[config.mk]
export PLATFORM = sky130hd
export DESIGN_NAME = sleep_timer_bank_core
export DESIGN_NICKNAME = d
export VERILOG_FILES = /design/src/design/stb_pkg.sv /design/src/design/sleep_timer_bank_core.sv
export SDC_FILE = /design/constraint.sdc
export NUM_CORES = 2
export LEC_CHECK = 0
export BUFFER_PORTS_ARGS = -buffer_cell sky130_fd_sc_hd__buf_4
export CORE_MARGIN = 1.5
export CORE_UTILIZATION = 35
export DETAILED_ROUTE_END_ITERATION = 16
export SYNTH_ARGS = -nofsm -noshare
export SYNTH_HDL_FRONTEND = slang
export SYNTH_SLANG_ARGS = --single-unit
export TNS_END_PERCENT = 5
[constraint.sdc]
create_clock -name clock -period 10 [get_ports clock]
set_clock_uncertainty 0.2 [all_clocks]
set_input_delay 2 -clock clock [delete_from_list [all_inputs] [get_ports clock]]
set_output_delay 2 -clock clock [all_outputs]
set_load 0.02 [all_outputs]
[src/design/stb_pkg.sv]
// Shared types and constants for the sleep timer bank.
package stb_pkg;

   localparam int SLOT_COUNT_DEF = 16;

   localparam logic [1:0]  MODE_TICK  = 2'd0;
   localparam logic [1:0]  MODE_RAW   = 2'd1;
   localparam logic [1:0]  MODE_MS    = 2'd2;
   localparam logic [1:0]  MODE_QUERY = 2'd3;

   localparam logic [15:0] TPU_RESET  = 16'd1;
   localparam logic [31:0] COUNT_MAX  = 32'hFFFF_FFFF;

   typedef struct packed {
      logic [1:0]  mode;
      logic [31:0] amount;
      logic [3:0]  slot_select;
   } req_type;

   typedef struct packed {
      logic [3:0]  slot_index;
      logic        bank_full;
      logic        expired;
      logic [31:0] remaining;
   } rsp_type;

endpackage

[src/design/sleep_timer_bank_core.sv]
// Sleep timer bank: countdown slots walked by one shared decrement/compare unit.
//
// The req_ channel takes one item at a time: a tick, a registration in raw
// ticks or milliseconds, or a query of one slot. Every item gives exactly one
// item on the rsp_ channel. req_stall is high while an item is being worked.
// The csr_ port writes ticks_per_unit whenever csr_we is high.
//
// Slot counts sit in a memory with one registered read port and one write
// port. A tick or registration walks the slots one per cycle, reading slot
// k+1 while slot k is evaluated and written back. A tick walks every slot
// before rsp_valid; a registration first passes ST_LOAD to form the load
// value, then walks and ends early at the first free slot; a query passes
// ST_QRD and ST_QEV, or goes straight to ST_DONE for a slot beyond the bank.
// No new item is taken until the last one has left ST_DONE, so the slot
// walk sets the rate.
//
// Reset clears the valid bit of every slot at once, so all slots read as free,
// and sets ticks_per_unit to 1. A result waits in the output register while
// rsp_stall is high; the next item is accepted meanwhile and its result is
// held inside until the output register frees up.
module sleep_timer_bank_core #(
   parameter int SLOT_COUNT = stb_pkg::SLOT_COUNT_DEF
) (
   input  logic             clock,
   input  logic             reset,
   input  logic             req_valid,
   output logic             req_stall,
   input  stb_pkg::req_type req_item,
   output logic             rsp_valid,
   input  logic             rsp_stall,
   output stb_pkg::rsp_type rsp_item,
   input  logic             csr_we,
   input  logic [15:0]      csr_wdata
);

   localparam int IDX_W = (SLOT_COUNT > 1) ? $clog2(SLOT_COUNT) : 1;
   localparam int PTR_W = IDX_W + 1;

   localparam logic [2:0] ST_IDLE = 3'd0;
   localparam logic [2:0] ST_LOAD = 3'd1;
   localparam logic [2:0] ST_WALK = 3'd2;
   localparam logic [2:0] ST_QRD  = 3'd3;
   localparam logic [2:0] ST_QEV  = 3'd4;
   localparam logic [2:0] ST_DONE = 3'd5;

   logic [2:0]       state_ff, state_in;
   logic [1:0]       mode_ff, mode_in;
   logic [3:0]       sel_ff, sel_in;
   logic [47:0]      prod_ff, prod_in;
   logic [31:0]      load_ff, load_in;
   logic [31:0]      sat_val;
   logic [PTR_W-1:0] rd_ptr_ff, rd_ptr_in;
   logic [IDX_W-1:0] ev_ptr_ff, ev_ptr_in;
   logic             ev_live_ff, ev_live_in;
   logic [31:0]      rd_data_ff;
   logic             rd_vld_ff;
   logic [31:0]      cur;
   logic             last_slot;
   logic             wr_en;
   logic [31:0]      wr_data;
   logic [15:0]      tpu_ff;
   stb_pkg::rsp_type res_ff, res_in;
   stb_pkg::rsp_type rsp_ff, rsp_in;
   logic             rsp_valid_ff, rsp_valid_in;

   logic [31:0]      slot_mem [SLOT_COUNT];
   logic             slot_vld_ff [SLOT_COUNT];

   assign req_stall = (state_ff != ST_IDLE);
   assign rsp_valid = rsp_valid_ff;
   assign rsp_item  = rsp_ff;

   // A slot never written since reset reads as zero.
   assign cur       = rd_vld_ff ? rd_data_ff : 32'd0;
   assign last_slot = (ev_ptr_ff == IDX_W'(SLOT_COUNT - 1));
   assign sat_val   = (prod_ff[47:32] != 16'd0) ? stb_pkg::COUNT_MAX : prod_ff[31:0];

   always_comb begin
      state_in     = state_ff;
      mode_in      = mode_ff;
      sel_in       = sel_ff;
      prod_in      = prod_ff;
      load_in      = load_ff;
      rd_ptr_in    = rd_ptr_ff;
      ev_ptr_in    = ev_ptr_ff;
      ev_live_in   = 1'b0;
      wr_en        = 1'b0;
      wr_data      = 32'd0;
      res_in       = res_ff;
      rsp_in       = rsp_ff;
      rsp_valid_in = rsp_valid_ff && rsp_stall;

      case (state_ff)
         ST_IDLE: begin
            if (req_valid) begin
               mode_in   = req_item.mode;
               sel_in    = req_item.slot_select;
               res_in    = '0;
               rd_ptr_in = '0;
               case (req_item.mode)
                  stb_pkg::MODE_TICK: begin
                     state_in = ST_WALK;
                  end
                  stb_pkg::MODE_RAW: begin
                     prod_in  = {16'd0, req_item.amount};
                     state_in = ST_LOAD;
                  end
                  stb_pkg::MODE_MS: begin
                     prod_in  = 48'(req_item.amount) * 48'(tpu_ff);
                     state_in = ST_LOAD;
                  end
                  default: begin
                     if (32'(req_item.slot_select) < 32'(SLOT_COUNT)) begin
                        rd_ptr_in = PTR_W'(req_item.slot_select);
                        state_in  = ST_QRD;
                     end else begin
                        res_in.slot_index = req_item.slot_select;
                        res_in.expired    = 1'b1;
                        state_in          = ST_DONE;
                     end
                  end
               endcase
            end
         end
         ST_LOAD: begin
            load_in  = (sat_val == 32'd0) ? 32'd1 : sat_val;
            state_in = ST_WALK;
         end
         ST_WALK: begin
            if (rd_ptr_ff < PTR_W'(SLOT_COUNT)) begin
               rd_ptr_in  = rd_ptr_ff + PTR_W'(1);
               ev_ptr_in  = rd_ptr_ff[IDX_W-1:0];
               ev_live_in = 1'b1;
            end
            if (ev_live_ff) begin
               if (mode_ff == stb_pkg::MODE_TICK) begin
                  if (cur != 32'd0) begin
                     wr_en   = 1'b1;
                     wr_data = cur - 32'd1;
                  end
                  if (last_slot) begin
                     state_in = ST_DONE;
                  end
               end else if (cur == 32'd0) begin
                  wr_en             = 1'b1;
                  wr_data           = load_ff;
                  res_in.slot_index = 4'(ev_ptr_ff);
                  res_in.remaining  = load_ff;
                  state_in          = ST_DONE;
               end else if (last_slot) begin
                  res_in.bank_full = 1'b1;
                  state_in         = ST_DONE;
               end
            end
         end
         ST_QRD: begin
            state_in = ST_QEV;
         end
         ST_QEV: begin
            res_in.slot_index = sel_ff;
            res_in.expired    = (cur == 32'd0);
            res_in.remaining  = cur;
            state_in          = ST_DONE;
         end
         ST_DONE: begin
            if (!rsp_valid_ff || !rsp_stall) begin
               rsp_in       = res_ff;
               rsp_valid_in = 1'b1;
               state_in     = ST_IDLE;
            end
         end
         default: begin
            state_in = ST_IDLE;
         end
      endcase
   end

   always_ff @(posedge clock) begin
      if (reset) begin
         state_ff     <= ST_IDLE;
         ev_live_ff   <= 1'b0;
         rsp_valid_ff <= 1'b0;
         tpu_ff       <= stb_pkg::TPU_RESET;
      end else begin
         state_ff     <= state_in;
         ev_live_ff   <= ev_live_in;
         rsp_valid_ff <= rsp_valid_in;
         if (csr_we) begin
            tpu_ff <= csr_wdata;
         end
      end
   end

   always_ff @(posedge clock) begin
      mode_ff   <= mode_in;
      sel_ff    <= sel_in;
      prod_ff   <= prod_in;
      load_ff   <= load_in;
      rd_ptr_ff <= rd_ptr_in;
      ev_ptr_ff <= ev_ptr_in;
      res_ff    <= res_in;
      rsp_ff    <= rsp_in;
   end

   // Slot memory: one registered read, one write at the slot being evaluated.
   always_ff @(posedge clock) begin
      rd_data_ff <= slot_mem[rd_ptr_ff[IDX_W-1:0]];
      if (wr_en) begin
         slot_mem[ev_ptr_ff] <= wr_data;
      end
   end

   always_ff @(posedge clock) begin
      if (reset) begin
         rd_vld_ff <= 1'b0;
         for (int i = 0; i < SLOT_COUNT; i++) begin
            slot_vld_ff[i] <= 1'b0;
         end
      end else begin
         rd_vld_ff <= slot_vld_ff[rd_ptr_ff[IDX_W-1:0]];
         if (wr_en) begin
            slot_vld_ff[ev_ptr_ff] <= 1'b1;
         end
      end
   end

`ifndef SYNTH
   a_tick_walks: assert property (@(posedge clock) disable iff (reset)
      (req_valid && !req_stall && req_item.mode == stb_pkg::MODE_TICK)
      |=> (state_ff == ST_WALK && !ev_live_ff))
      else $error("tick item did not start a slot walk");

   a_full_clean: assert property (@(posedge clock) disable iff (reset)
      (rsp_valid && rsp_item.bank_full)
      |-> (rsp_item.remaining == 32'd0 && rsp_item.slot_index == 4'd0 && !rsp_item.expired))
      else $error("bank full result carries slot data");

   a_expired_zero: assert property (@(posedge clock) disable iff (reset)
      (rsp_valid && rsp_item.expired) |-> (rsp_item.remaining == 32'd0))
      else $error("expired slot reported a nonzero count");

   a_write_in_walk: assert property (@(posedge clock) disable iff (reset)
      wr_en |-> (state_ff == ST_WALK && ev_live_ff))
      else $error("slot write outside a walk");
`endif

endmodule

==> impl_metrics.py <==
metrics = {
    "routing": {
        "wirelength_um": 118000,
        "drc": 0,
        "drt_iter0_markers": 2198,
        "wl_per_cell_um": 22.4,
        "viasPerCell": 5.17,
        "firstDrtPassIters": 5,
        "antenna_left": 0,
        "vias": 27288,
    },
    "placement": {
        "dpl_cell_area_um2": 48200,
        "gp_congestion": 0.821,
        "dp_slack_ns": 1.00,
        "io_buffer_count": 98,
        "dp_hpwl_um": 74900,
    },
    "cells_and_area": {
        "n_antenna_cell": 0,
        "syn2layout_area_growth_pct": 11.6,
        "fin_area_um2": 50700,
        "drive_gt1_share_pct": 14.9,
        "layout_common_cells": "683 x edfxtp_1, 451 x inv_1, 418 x fa_1",
        "fin_util_pct": 39.3,
        "fin_nets": 4071,
        "final_common_cell": "edfxtp_1",
    },
    "sta": {
        "setup_tns_ns": 0,
        "timing.final.crit_share_pct": 85.0,
        "drv_slew": 0,
        "finalCriticalPeriod_ns": 8.50,
        "worst_slack_ns": 1.50,
        "rsz0062_at_grt": "no",
        "worst_slew_pin_slew_ns": 1.16,
        "relSlewSlack_pct": 22.8,
        "finalSetupViolCount": 0,
        "max_freq_mhz": 118,
        "hold_violations": 0,
    },
    "synthesis": {
        "synth_cell_types": 72,
        "synthCells": 3432,
        "synth_area_per_cell_um2": 13.2,
        "ys.flop_type": "edfxtp_1",
        "yosys.area.top_type": "edfxtp_1",
        "async_flop_share_pct": 0,
        "synthesis.nets": 4034,
        "syn_area_um2": 45400,
        "synth_edf_count": 683,
        "synth_seq_cells": 753,
        "synth_top_area_share_pct": 45.1,
        "synth-seq-area-share_pct": 48.2,
        "synth.area.top_cells": "edfxtp_1 45%, fa_1 18%, mux4_2 8.2%, inv_1 3.7%, ha_1 3.4%",
        "yosysWarnings": 0,
    },
    "floorplan": {
        "io_pins": 99,
        "rows": 132,
        "core_area_um2": 129000,
        "die_w_um": 363,
        "initial_core_util_pct": 35.2,
        "die-area_um2": 132000,
        "die_h_um": 363,
    },
    "clock_network": {
        "hold_buffers": 0,
        "cts_htree_levels": 3,
        "clk_latency_ns": 0.67,
        "clk_pin_slew_worst_paths_ns": 0.06,
        "cts_setup_buffers": 0,
        "cts.sinks": 753,
        "tritoncts": "built",
        "ctsLongestPathBuffers": 3,
        "cts-root-buf": "clkbuf_16",
        "numCtsBuffers": 75,
        "cts_resized": 0,
    },
    "run_status": {
        "status": "finished clean",
    },
    "power_and_ir_drop": {
        "p_per_area_nw_per_um2": 214,
        "vdd_drop_max_v": 0.000174,
        "leakage_uw": 0.0195,
    },
    "global_route": {
        "track_usage_pct": 18.3,
        "grt_overflow": 0,
        "grt_first_pass_wirelength_um": 181000,
        "antenna_found_initial": 1,
        "grt_max_degree": 92,
        "grt_pass1_vias": 29145,
    },
    "setup_path": {
        "worstPathArrival_ns": 8.66,
        "crit_required_ns": 10.16,
        "critPathLaunchType": "primary input",
        "criticalPathCategory": "in2reg",
        "cp-end-kind": "flip-flop",
        "worst-path-max-fanout": 17,
    },
    "run": {
        "cap_violations": 0,
    },
    "hold_path": {
        "hp-class": "reg2reg",
    },
}
==> layer usage <==
metal  part of all wire (%)  vias to the layer above  track usage, %
li1                       -                    11831               -
met3                    6.5                      210            3.00
met2                     49                     1010            30.6
met1                     41                    14237            23.8
met4                    3.5                        0            7.16
met5                      0                        -               0
==> synth_stat cells (30+ instances only) <==
cell	number
a21oi_1	89
a22o_1	30
and2_1	218
clkbuf_1	162
dfxtp_1	70
edfxtp_1	683
fa_1	418
ha_1	125
inv_1	451
mux4_2	165
nand2_1	386
nor2_1	137
o21ai_0	53
or2_2	35
==> per-stage QoR <==
step	power, µW	hold slack (ns)	cells
floorplan	6810	0.200	3432
global placement	7980	0.201	5134
detailed placement	8000	0.205	5134
CTS	10900	0.221	5274
global route	11600	0.231	5274
finish	10900	0.221	5274
==> final timing paths <==
| check | from | endpoint | slack, ns | cells past startpoint |
|---|---|---|---|---|
| min reg2reg | res_ff[5]$_DFFE_PP_ | rsp_item[5]$_DFFE_PP_ | 0.22 | 0 |
| max | req_item[11] | prod_ff[42]$_SDFFCE_PP0P_ | 1.50 | 22 |
| min | res_ff[5]$_DFFE_PP_ | rsp_item[5]$_DFFE_PP_ | 0.22 | 0 |
| max reg2reg | tpu_ff[7]$_SDFFE_PP0P_ | prod_ff[42]$_SDFFCE_PP0P_ | 2.11 | 21 |
==> worst max-delay path: stages <==
cell	delay, ns
buf_4	0.26
nand2_1	0.13
fa_1	0.59
inv_1	0.06
fa_1	0.50
inv_1	0.05
fa_1	0.53
inv_1	0.05
fa_1	0.48
fa_1	0.50
inv_1	0.05
fa_1	0.48
inv_1	0.04
ha_1	0.41
nand2_1	0.13
o31ai_1	0.38
a31oi_1	0.19
a2111oi_0	0.84
o21ai_0	0.37
a211oi_1	0.34
o21ai_0	0.13
nor3b_1	0.16
==> power breakdown <==
part           total [µW]  leakage, µW  switching [µW]  internal (µW)
sequential           3750      0.00698             174           3570
clock                2910      0.00124            1270           1640
combinational        4200       0.0112            2500           1690
total               10800       0.0195            3940           6910
==> flip-flops by register name (all words and copies together), names as in the netlist <==
signal,count
slot_mem,512
prod_ff,48
res_ff,38
rsp_item,38
load_ff,32
rd_data_ff,32
slot_vld_ff,16
tpu_ff,16
rd_ptr_ff,5
ev_ptr_ff,4
sel_ff,4
state_ff,3
mode_ff,2
ev_live_ff,1
rd_vld_ff,1
rsp_valid,1
==> final cells by class <==
cell class / instances / area (µm²)
fillers: 12214 / 78400
clock inverters: 46 / 559
clock buffers: 94 / 2010
well taps: 1742 / 2180
flip-flops and latches: 753 / 21900
inverters: 453 / 1700
multi-input cells: 2041 / 21300
repair buffers: 145 / 1100
==> cells by family after synthesis <==
group | Yosys count | synth area share [%]
flip-flops | 753 | 48.2
AND/OR/NAND/NOR | 927 | 9.88
AO/OA/AOI/OAI | 313 | 4.58
XOR/XNOR | 46 | 0.887
buffers and inverters | 638 | 5.29
adder cells (fa/ha/maj) | 543 | 21.9
multiplexers | 212 | 9.28
(Power assumes the default switching activity.)
